$ cat src/design/pmkid_cache_table_defines.svh
// Assertion helpers, clocked on clk_i and disabled while rst_ni is low.
`ifndef PMKID_CACHE_TABLE_DEFINES_SVH
`define PMKID_CACHE_TABLE_DEFINES_SVH

// Same-cycle implication.
`define PMKID_ASSERT_IMP(lbl, ante, cons, msg) \
  lbl: assert property (@(posedge clk_i) disable iff (!rst_ni) (ante) |-> (cons)) \
    else $error(msg);

// Next-cycle implication.
`define PMKID_ASSERT_NXT(lbl, ante, cons, msg) \
  lbl: assert property (@(posedge clk_i) disable iff (!rst_ni) (ante) |=> (cons)) \
    else $error(msg);

`endif

$ cat src/design/pmkid_pkg.sv
`timescale 1ns / 1ps

package pmkid_pkg;

  localparam int unsigned ENTRIES  = 16;
  localparam int unsigned IDX_W    = (ENTRIES > 1) ? $clog2(ENTRIES) : 1;
  localparam int unsigned ADDR_W   = 48;
  localparam int unsigned KEY_W    = 64;
  localparam int unsigned MODE_W   = 3;
  localparam int unsigned STATUS_W = 2;
  localparam int unsigned INDEX_W  = 6;

  typedef logic [IDX_W-1:0]   idx_t;
  typedef logic [INDEX_W-1:0] index_t;
  typedef logic [ADDR_W-1:0]  addr_t;
  typedef logic [KEY_W-1:0]   key_t;

  typedef enum logic [MODE_W-1:0] {
    MODE_SET    = 3'd0,
    MODE_LOOKUP = 3'd1,
    MODE_DELETE = 3'd2,
    MODE_REMOVE = 3'd3,
    MODE_FLUSH  = 3'd4
  } mode_e;

  typedef enum logic [STATUS_W-1:0] {
    ST_OK        = 2'd0,
    ST_BAD_BSSID = 2'd1,
    ST_NOT_FOUND = 2'd2,
    ST_EMPTY     = 2'd3
  } status_e;

  // table write/maintenance command
  typedef struct packed {
    logic  we_addr;
    logic  we_key;
    logic  set_vld;
    logic  clr_vld;
    logic  flush;
    idx_t  idx;
    addr_t addr;
    key_t  key_high;
    key_t  key_low;
  } wr_t;

  // registered read of one entry
  typedef struct packed {
    logic  vld;
    addr_t addr;
    key_t  key_high;
    key_t  key_low;
  } rd_t;

  typedef struct packed {
    status_e status;
    logic    found;
    idx_t    idx;
    key_t    key_high;
    key_t    key_low;
  } res_t;

  function automatic idx_t wrap_next(idx_t i);
    return (i == idx_t'(ENTRIES - 1)) ? idx_t'(0) : idx_t'(i + 1'b1);
  endfunction

endpackage

$ cat src/design/pmkid_cache_table.sv
`timescale 1ns / 1ps
// Flush, rejected and unknown modes give their result without a scan; other requests
//   compare the entries in index order (one compare per cycle) up to a match or the last entry.
// The serial entry scan holds off a new request until the previous result has left the sequencer.
// A result waits in an output register while the next request is scanned.
// Reset: table empty (per-entry valid bits cleared at once), fill pointer 0, no clearing pass.

module pmkid_cache_table (
  input  logic                         clk_i,
  input  logic                         rst_ni,
  input  logic                         in_valid_i,
  output logic                         in_ready_o,
  input  logic [pmkid_pkg::MODE_W-1:0] mode_i,
  input  logic [pmkid_pkg::ADDR_W-1:0] bssid_i,
  input  logic [pmkid_pkg::KEY_W-1:0]  key_high_i,
  input  logic [pmkid_pkg::KEY_W-1:0]  key_low_i,
  output logic                         out_valid_o,
  input  logic                         out_ready_i,
  output logic [pmkid_pkg::STATUS_W-1:0] status_o,
  output logic                         found_o,
  output logic [pmkid_pkg::INDEX_W-1:0] entry_index_o,
  output logic [pmkid_pkg::KEY_W-1:0]  found_key_high_o,
  output logic [pmkid_pkg::KEY_W-1:0]  found_key_low_o
);

  pmkid_pkg::idx_t rd_idx;
  pmkid_pkg::rd_t  rd;
  pmkid_pkg::wr_t  wr;
  pmkid_pkg::res_t res;
  logic            res_valid;
  logic            res_ready;

  logic                           out_valid_q;
  logic [pmkid_pkg::STATUS_W-1:0] status_q;
  logic                           found_q;
  pmkid_pkg::index_t              index_q;
  pmkid_pkg::key_t                okh_q;
  pmkid_pkg::key_t                okl_q;

  pmkid_seq u_seq (
    .clk_i       (clk_i),
    .rst_ni      (rst_ni),
    .in_valid_i  (in_valid_i),
    .in_ready_o  (in_ready_o),
    .mode_i      (mode_i),
    .bssid_i     (bssid_i),
    .key_high_i  (key_high_i),
    .key_low_i   (key_low_i),
    .rd_idx_o    (rd_idx),
    .rd_i        (rd),
    .wr_o        (wr),
    .res_valid_o (res_valid),
    .res_ready_i (res_ready),
    .res_o       (res)
  );

  pmkid_store u_store (
    .clk_i    (clk_i),
    .rst_ni   (rst_ni),
    .rd_idx_i (rd_idx),
    .wr_i     (wr),
    .rd_o     (rd)
  );

  assign res_ready = !out_valid_q || out_ready_i;

  always_ff @(posedge clk_i or negedge rst_ni) begin
    if (!rst_ni) begin
      out_valid_q <= 1'b0;
    end else if (res_ready) begin
      out_valid_q <= res_valid;
    end
  end

  always_ff @(posedge clk_i) begin
    if (res_ready && res_valid) begin
      status_q <= res.status;
      found_q  <= res.found;
      index_q  <= pmkid_pkg::index_t'(res.idx);
      okh_q    <= res.key_high;
      okl_q    <= res.key_low;
    end
  end

  assign out_valid_o      = out_valid_q;
  assign status_o         = status_q;
  assign found_o          = found_q;
  assign entry_index_o    = index_q;
  assign found_key_high_o = okh_q;
  assign found_key_low_o  = okl_q;

endmodule

$ cat src/design/pmkid_store.sv
`timescale 1ns / 1ps

module pmkid_store (
  input  logic               clk_i,
  input  logic               rst_ni,
  input  pmkid_pkg::idx_t    rd_idx_i,
  input  pmkid_pkg::wr_t     wr_i,
  output pmkid_pkg::rd_t     rd_o
);

  logic [pmkid_pkg::ENTRIES-1:0] vld_q;
  logic                          rd_vld_q;

  pmkid_pkg::addr_t addr_mem [pmkid_pkg::ENTRIES];
  pmkid_pkg::key_t  kh_mem   [pmkid_pkg::ENTRIES];
  pmkid_pkg::key_t  kl_mem   [pmkid_pkg::ENTRIES];

  pmkid_pkg::addr_t rd_addr_q;
  pmkid_pkg::key_t  rd_kh_q;
  pmkid_pkg::key_t  rd_kl_q;

  // an invalid entry reads with its valid bit low, so it never matches
  always_ff @(posedge clk_i or negedge rst_ni) begin
    if (!rst_ni) begin
      vld_q    <= '0;
      rd_vld_q <= 1'b0;
    end else begin
      rd_vld_q <= vld_q[rd_idx_i];
      if (wr_i.flush) begin
        vld_q <= '0;
      end else begin
        if (wr_i.set_vld) vld_q[wr_i.idx] <= 1'b1;
        if (wr_i.clr_vld) vld_q[wr_i.idx] <= 1'b0;
      end
    end
  end

  always_ff @(posedge clk_i) begin
    if (wr_i.we_addr) addr_mem[wr_i.idx] <= wr_i.addr;
    if (wr_i.we_key) begin
      kh_mem[wr_i.idx] <= wr_i.key_high;
      kl_mem[wr_i.idx] <= wr_i.key_low;
    end
    rd_addr_q <= addr_mem[rd_idx_i];
    rd_kh_q   <= kh_mem[rd_idx_i];
    rd_kl_q   <= kl_mem[rd_idx_i];
  end

  assign rd_o.vld      = rd_vld_q;
  assign rd_o.addr     = rd_addr_q;
  assign rd_o.key_high = rd_kh_q;
  assign rd_o.key_low  = rd_kl_q;

endmodule

$ cat src/design/pmkid_seq.sv
`timescale 1ns / 1ps
`include "pmkid_cache_table_defines.svh"

module pmkid_seq (
  input  logic                             clk_i,
  input  logic                             rst_ni,
  input  logic                             in_valid_i,
  output logic                             in_ready_o,
  input  logic [pmkid_pkg::MODE_W-1:0]     mode_i,
  input  pmkid_pkg::addr_t                 bssid_i,
  input  pmkid_pkg::key_t                  key_high_i,
  input  pmkid_pkg::key_t                  key_low_i,
  output pmkid_pkg::idx_t                  rd_idx_o,
  input  pmkid_pkg::rd_t                   rd_i,
  output pmkid_pkg::wr_t                   wr_o,
  output logic                             res_valid_o,
  input  logic                             res_ready_i,
  output pmkid_pkg::res_t                  res_o
);

  typedef enum logic [2:0] {
    S_IDLE = 3'b001,
    S_SCAN = 3'b010,
    S_DONE = 3'b100
  } state_e;

  state_e                 state_q, state_d;
  pmkid_pkg::idx_t        scan_idx_q, scan_idx_d;
  pmkid_pkg::idx_t        fill_ptr_q, fill_ptr_d;
  pmkid_pkg::mode_e       mode_q, mode_d;
  pmkid_pkg::addr_t       bssid_q, bssid_d;
  pmkid_pkg::key_t        kh_q, kh_d;
  pmkid_pkg::key_t        kl_q, kl_d;
  pmkid_pkg::res_t        res_q, res_d;
  logic                   accept;
  logic                   hit;
  logic                   last;

  assign in_ready_o  = (state_q == S_IDLE);
  assign accept      = in_valid_i && in_ready_o;
  assign res_valid_o = (state_q == S_DONE);
  assign res_o       = res_q;
  assign last        = (scan_idx_q == pmkid_pkg::idx_t'(pmkid_pkg::ENTRIES - 1));
  assign hit         = rd_i.vld && (rd_i.addr == bssid_q);
  assign rd_idx_o    = (state_q == S_SCAN) ? pmkid_pkg::wrap_next(scan_idx_q) : '0;

  always_comb begin
    state_d    = state_q;
    scan_idx_d = scan_idx_q;
    fill_ptr_d = fill_ptr_q;
    mode_d     = mode_q;
    bssid_d    = bssid_q;
    kh_d       = kh_q;
    kl_d       = kl_q;
    res_d      = res_q;

    wr_o          = '0;
    wr_o.idx      = scan_idx_q;
    wr_o.addr     = bssid_q;
    wr_o.key_high = kh_q;
    wr_o.key_low  = kl_q;

    unique case (state_q)
      S_IDLE: begin
        if (accept) begin
          mode_d     = pmkid_pkg::mode_e'(mode_i);
          bssid_d    = bssid_i;
          kh_d       = key_high_i;
          kl_d       = key_low_i;
          scan_idx_d = '0;
          res_d      = '0;
          state_d    = S_DONE;
          unique case (pmkid_pkg::mode_e'(mode_i)) inside
            pmkid_pkg::MODE_FLUSH: begin
              wr_o.flush = 1'b1;
              fill_ptr_d = '0;
            end
            pmkid_pkg::MODE_SET, pmkid_pkg::MODE_LOOKUP, pmkid_pkg::MODE_REMOVE: begin
              if (bssid_i == '0) res_d.status = pmkid_pkg::ST_BAD_BSSID;
              else               state_d      = S_SCAN;
            end
            pmkid_pkg::MODE_DELETE: begin
              if (fill_ptr_q == '0)   res_d.status = pmkid_pkg::ST_EMPTY;
              else if (bssid_i == '0) res_d.status = pmkid_pkg::ST_BAD_BSSID;
              else                    state_d      = S_SCAN;
            end
            default: ;
          endcase
        end
      end

      S_SCAN: begin
        if (hit) begin
          res_d.found = 1'b1;
          res_d.idx   = scan_idx_q;
          state_d     = S_DONE;
          unique case (mode_q)
            pmkid_pkg::MODE_SET: begin
              wr_o.we_key = 1'b1;
              fill_ptr_d  = pmkid_pkg::wrap_next(scan_idx_q);
            end
            pmkid_pkg::MODE_LOOKUP: begin
              res_d.key_high = rd_i.key_high;
              res_d.key_low  = rd_i.key_low;
            end
            pmkid_pkg::MODE_DELETE: begin
              wr_o.clr_vld = 1'b1;
            end
            pmkid_pkg::MODE_REMOVE: begin
              wr_o.we_key   = 1'b1;
              wr_o.key_high = '0;
              wr_o.key_low  = '0;
              fill_ptr_d    = (fill_ptr_q == '0) ? '0 : fill_ptr_q - 1'b1;
            end
            default: ;
          endcase
        end else if (last) begin
          state_d = S_DONE;
          if (mode_q == pmkid_pkg::MODE_SET) begin
            wr_o.we_addr = 1'b1;
            wr_o.we_key  = 1'b1;
            wr_o.set_vld = 1'b1;
            wr_o.idx     = fill_ptr_q;
            res_d.idx    = fill_ptr_q;
            fill_ptr_d   = pmkid_pkg::wrap_next(fill_ptr_q);
          end else begin
            res_d.status = pmkid_pkg::ST_NOT_FOUND;
          end
        end else begin
          scan_idx_d = pmkid_pkg::wrap_next(scan_idx_q);
        end
      end

      S_DONE: begin
        if (res_ready_i) state_d = S_IDLE;
      end

      default: state_d = S_IDLE;
    endcase
  end

  always_ff @(posedge clk_i or negedge rst_ni) begin
    if (!rst_ni) begin
      state_q    <= S_IDLE;
      scan_idx_q <= '0;
      fill_ptr_q <= '0;
    end else begin
      state_q    <= state_d;
      scan_idx_q <= scan_idx_d;
      fill_ptr_q <= fill_ptr_d;
    end
  end

  always_ff @(posedge clk_i) begin
    mode_q  <= mode_d;
    bssid_q <= bssid_d;
    kh_q    <= kh_d;
    kl_q    <= kl_d;
    res_q   <= res_d;
  end

  `PMKID_ASSERT_IMP(a_scan_in_range, state_q == S_SCAN,
    scan_idx_q <= pmkid_pkg::idx_t'(pmkid_pkg::ENTRIES - 1), "scan index out of range")
  `PMKID_ASSERT_IMP(a_ptr_in_range, 1'b1,
    fill_ptr_q <= pmkid_pkg::idx_t'(pmkid_pkg::ENTRIES - 1), "fill pointer out of range")
  `PMKID_ASSERT_IMP(a_flush_alone, wr_o.flush,
    !(wr_o.we_addr || wr_o.we_key || wr_o.set_vld || wr_o.clr_vld), "flush mixed with write")
  `PMKID_ASSERT_NXT(a_flush_ptr, accept && (mode_i == pmkid_pkg::MODE_FLUSH),
    fill_ptr_q == '0, "flush left pointer set")
  `PMKID_ASSERT_NXT(a_res_hold, (state_q == S_DONE) && !res_ready_i,
    (state_q == S_DONE) && $stable(res_q), "pending result lost")

endmodule

$ cat config.mk
export PLATFORM = sky130hd
export DESIGN_NAME = pmkid_cache_table
export DESIGN_NICKNAME = d
export VERILOG_FILES = /design/src/design/pmkid_pkg.sv /design/src/design/pmkid_cache_table.sv /design/src/design/pmkid_store.sv /design/src/design/pmkid_seq.sv
export VERILOG_INCLUDE_DIRS = /design/src /design/src/design
export SDC_FILE = /design/constraint.sdc
export NUM_CORES = 2
export LEC_CHECK = 0
export BUFFER_PORTS_ARGS = -buffer_cell sky130_fd_sc_hd__buf_2
export CAP_MARGIN = 20
export CORE_MARGIN = 2
export CORE_UTILIZATION = 40
export CTS_BUF_LIST = sky130_fd_sc_hd__clkbuf_16
export CTS_CLUSTER_DIAMETER = 100
export DETAILED_ROUTE_END_ITERATION = 16
export PLACE_DENSITY_LB_ADDON = 0.1
export SLEW_MARGIN = 10
export SYNTH_ARGS = -nofsm -noshare
export SYNTH_HDL_FRONTEND = slang
export SYNTH_HIERARCHICAL = 1
export SYNTH_SLANG_ARGS = --single-unit
export TNS_END_PERCENT = 100
$ cat constraint.sdc
create_clock -name clk_i -period 14.85 [get_ports clk_i]
set_input_delay 2.2275 -clock clk_i [delete_from_list [all_inputs] [get_ports clk_i]]
set_output_delay 2.2275 -clock clk_i [all_outputs]
set_load 0.05 [all_outputs]
==> impl_summary.md <==
Synthesis
The cell count after synthesis came out at 5627. The count of different cell masters after synthesis is 66. In the synthesized netlist the dominant register cell turns out to be sky130_fd_sc_hd__edfxtp_1. The synthesized design contains 3265 enable-type register cells. Yosys printed 6 warnings. After synthesis, the cell types taking the most area are sky130_fd_sc_hd__edfxtp_1 (77%), sky130_fd_sc_hd__mux4_2 (12%), sky130_fd_sc_hd__dfxtp_1 (2.8%), sky130_fd_sc_hd__a22oi_1 (1.3%), sky130_fd_sc_hd__nor2b_1 (0.67%). In this run the biggest area consumer among cell types represents 77.3% of the synthesized area. The per-instance average area after synthesis is 22.5 um2. The number of synthesized register bits is 3470. The post-synthesis sequential area ratio is 80.7%.

The share of async-settable or async-resettable flops after synthesis is 0.836%. The library cell with the largest summed area after synthesis is sky130_fd_sc_hd__edfxtp_1. Summing every instance area after synthesis gives 0.127 mm2.

Clocking
The clock-pin slew of the registers on the worst-case setup and hold paths is 0.06 ns. Clock tree synthesis inserted a total of 374 buffers. The clock latency of the later-clocked register in the worst-skew pair is 0.94 ns. CTS built an H-tree with a depth of 5.

The TritonCTS sink count is 3470. The cell sitting at the root of the clock tree is a sky130_fd_sc_hd__clkbuf_16. After clock tree synthesis, the flow added hold-fix buffers numbering 0. No sink is reached through more buffers than the 4 on the longest clock path. In this run the post-CTS setup repair buffer count came out at 0. The number of gates resized after cts is 0. TritonCTS built the clock tree.

Global routing
Global routing finished with a remaining overflow of 0. In this run the most used layer during global routing was met2. In the global route stage, met2 resource usage came out at 32.9%. For this run, global-route usage on met1 was measured as 31.1%. For this run, global-route usage on met3 was measured as 3.23%. The total global-route track usage is 21.0%. The via count of the first global-routing pass came to 62000. The initial antenna violation count is 31. The wire length of the first global-routing pass is 480 mm. Entering global routing, the biggest net connects 126 pins.

Final layout
Leaving out fill and tap cells, the most frequent cells in the layout are sky130_fd_sc_hd__edfxtp_1 (3265), sky130_fd_sc_hd__mux4_2 (688), sky130_fd_sc_hd__clkbuf_16 (377). The number of nets in the finished design is 6343. The most frequent standard cell in the layout excluding fill and tap cells is sky130_fd_sc_hd__edfxtp_1. Relative to the synthesized area, the layout overhead comes to 14.7%. Cells with a size suffix above 1 make up 26.8% of the layout. Summing all non-filler instances in the final layout gives an area of 0.145 mm2.

Worst setup path
Setup slack on the worst reg-to-reg path comes out at 7.93 ns. The cell repeated most along the worst path is sky130_fd_sc_hd__buf_4. The nature of the critical path endpoint is a flop.

Data arrives at the worst endpoint at 7.44 ns. The startpoint-to-endpoint class of the critical path is flop to flop. The cell type of the slowest stage on the worst timing path is sky130_fd_sc_hd__buf_4. The delay of the slowest cell on the worst path is 0.78 ns. The highest net fanout along the worst path is 40. At the worst endpoint, the required time is 15.38 ns.

STA classifies the critical path startpoint as a flop. The signal on the critical path passes through xnor2_1 > nand4_1 > or4_1 > or4_4 > nand3_1 > mux2_2 > nor4b_1 > and2_4 > buf_4 > buf_4.

Power and ir drop
The worst vdd rail ir drop is 0.120 mV. In this run the power density over the cells is 157 mW/mm2. The static leakage is 46.3 nW. The overall power of the completed layout is 22.8 mW.

Floorplanning
The die covers 0.321 mm2. The number of core rows is 206. The floorplan step set the die width to 567 um. The core region is 0.315 mm2. The overall die height is 567 um. The count of boundary I/O pins is 322. The initial core utilization is 40.2%.

Route
The total detailed-routing wirelength is 341 mm. The routed wirelength normalized by instance count is 32.0 um. In this run the remaining antenna-violating nets after routing total 0. The detailed-route vias per instance is 5.61.

For this run, the detailed router's first-pass iteration total came to 7. The residual DRC count is 0. The detailed router placed 59700 vias in this run. The number of DRC markers after the initial detailed-route iteration is 6514.

STA
In the final timing run, aggregate negative setup slack is 0 ns. The clock arrives with 0.0558 ns of skew. The relative max-transition margin is 26.3%. The final period demand of the worst path is 6.92 ns. The number of endpoints failing setup at the final stage is 0. The count of endpoints failing hold in the final timing report is 0.

Setup repair after global routing left no endpoint under its margin. The max-slew violation count is 0. At the pin with the least slew margin, the transition time is 1.10 ns. The worst path uses 46.6% of the clock period. Derived from the worst setup path, the maximum achievable clock frequency is 0.145 GHz.

Place
Once placement finished, the instance area stood at 0.133 mm2. In this run the tool buffered the top-level ports with 319 buffer cells. Routability-driven placement finished with a final weighted congestion of 0.751. The half-perimeter wire length after detailed placement is 170 mm.

Job
Across the run, the number of max-cap violations was 0.

Outcome
The flow ran to the end, and the final reports show no timing, DRC or antenna violations.

Hold path
In this run the worst hold path is classified as flop to flop.
metal layers:
metal  part of all wire [%]  wire [um]
met4                    1.9       6380
met2                     47     160000
met3                    5.8      19800
met1                     45     154000
met5                 0.0026          9
flip-flops by register name, summed over array words and instances, names as in the netlist, 135 cells and up:
| register | cells |
|---|---|
| u_store/kh_mem | 1024 |
| u_store/kl_mem | 1024 |
| u_store/addr_mem | 768 |
| u_seq/res_o | 135 |
cell usage after synthesis, drive strengths merged, types with 49 or more instances:
cell type	count
edfxtp	3265
mux4	688
a22oi	216
buf	191
dfxtp	176
nand2	138
nor2b	135
o22ai	134
and3	130
clkbuf	115
nor2	84
mux2i	49
area by class of cell:
class | instances | area [um2]
Antenna cell | 5 | 12.5
Clock buffer | 377 | 9430
Clock inverter | 322 | 2480
Fill cell | 26500 | 170000
Inverter | 14 | 60.1
Multi-Input combinational cell | 1838 | 23100
Sequential cell | 3470 | 102000
Tap cell | 4160 | 5200
Timing Repair Buffer | 459 | 2830
worst max-delay path: cells and delay by family, from the launching register on:
family        cells  cell delay [ns]
mux               1             0.49
simple gates      6             3.25
buf+inv           2             1.49
xor+xnor          1             0.58
flops             1             0.60
logic make-up (layout without fill, tap and decap cells):
family                     Yosys count  in the layout  synth area share [%]
DFF                               3470           3470                  80.7
muxes                              742            742                  12.7
and+or+nand+nor                    607            607                  2.63
AOI/OAI and AO/OA                  439            439                  2.44
buffers and inverters              320           1172                  1.23
xor gates and xnor gates            45             45                 0.311
adders and majority gates            3              3                0.0296
other                                1              7               0.00296
stage by stage:
stage | cells | util [%] | worst slack (ns) | hold WS (ns)
after floorplan | 5628 | - | 5.00 | 0.400
after global placement | 9918 | 42.3 | 7.95 | 0.402
after detailed placement | 9920 | 42.3 | 7.89 | 0.405
after CTS | 10600 | 46.1 | 7.86 | 0.416
after global routing | 10600 | 46.1 | 7.56 | 0.410
final | 10600 | 46.1 | 7.93 | 0.408
where the power goes:
group | switching, mW | internal [mW]
Sequential | 0.316 | 11.6
Clock | 3.85 | 5.11
Combinational | 1.38 | 0.570
Total | 5.55 | 17.3
path summary, 6_finish.rpt:
kind / start / end / cells after the start
worst max-delay path: u_seq/bssid_q[46]$_DFFE_PP_ / u_store/kh_mem[4][62]$_DFFE_PP_ / 10
worst min-delay path: u_seq/res_o[79]$_SDFFCE_PN0P_ / found_key_high_o[15]$_DFFE_PP_ / 0
worst max register to register: u_seq/bssid_q[46]$_DFFE_PP_ / u_store/kh_mem[4][62]$_DFFE_PP_ / 10
worst min register to register: u_seq/res_o[79]$_SDFFCE_PN0P_ / found_key_high_o[15]$_DFFE_PP_ / 0
max in group asynchronous: rst_ni / u_seq/state_q[1]$_DFFE_PN0P_ / 1
min in group asynchronous: rst_ni / out_valid_o$_DFFE_PN0P_ / 1
No activity file was read; power rests on OpenSTA's default activity.
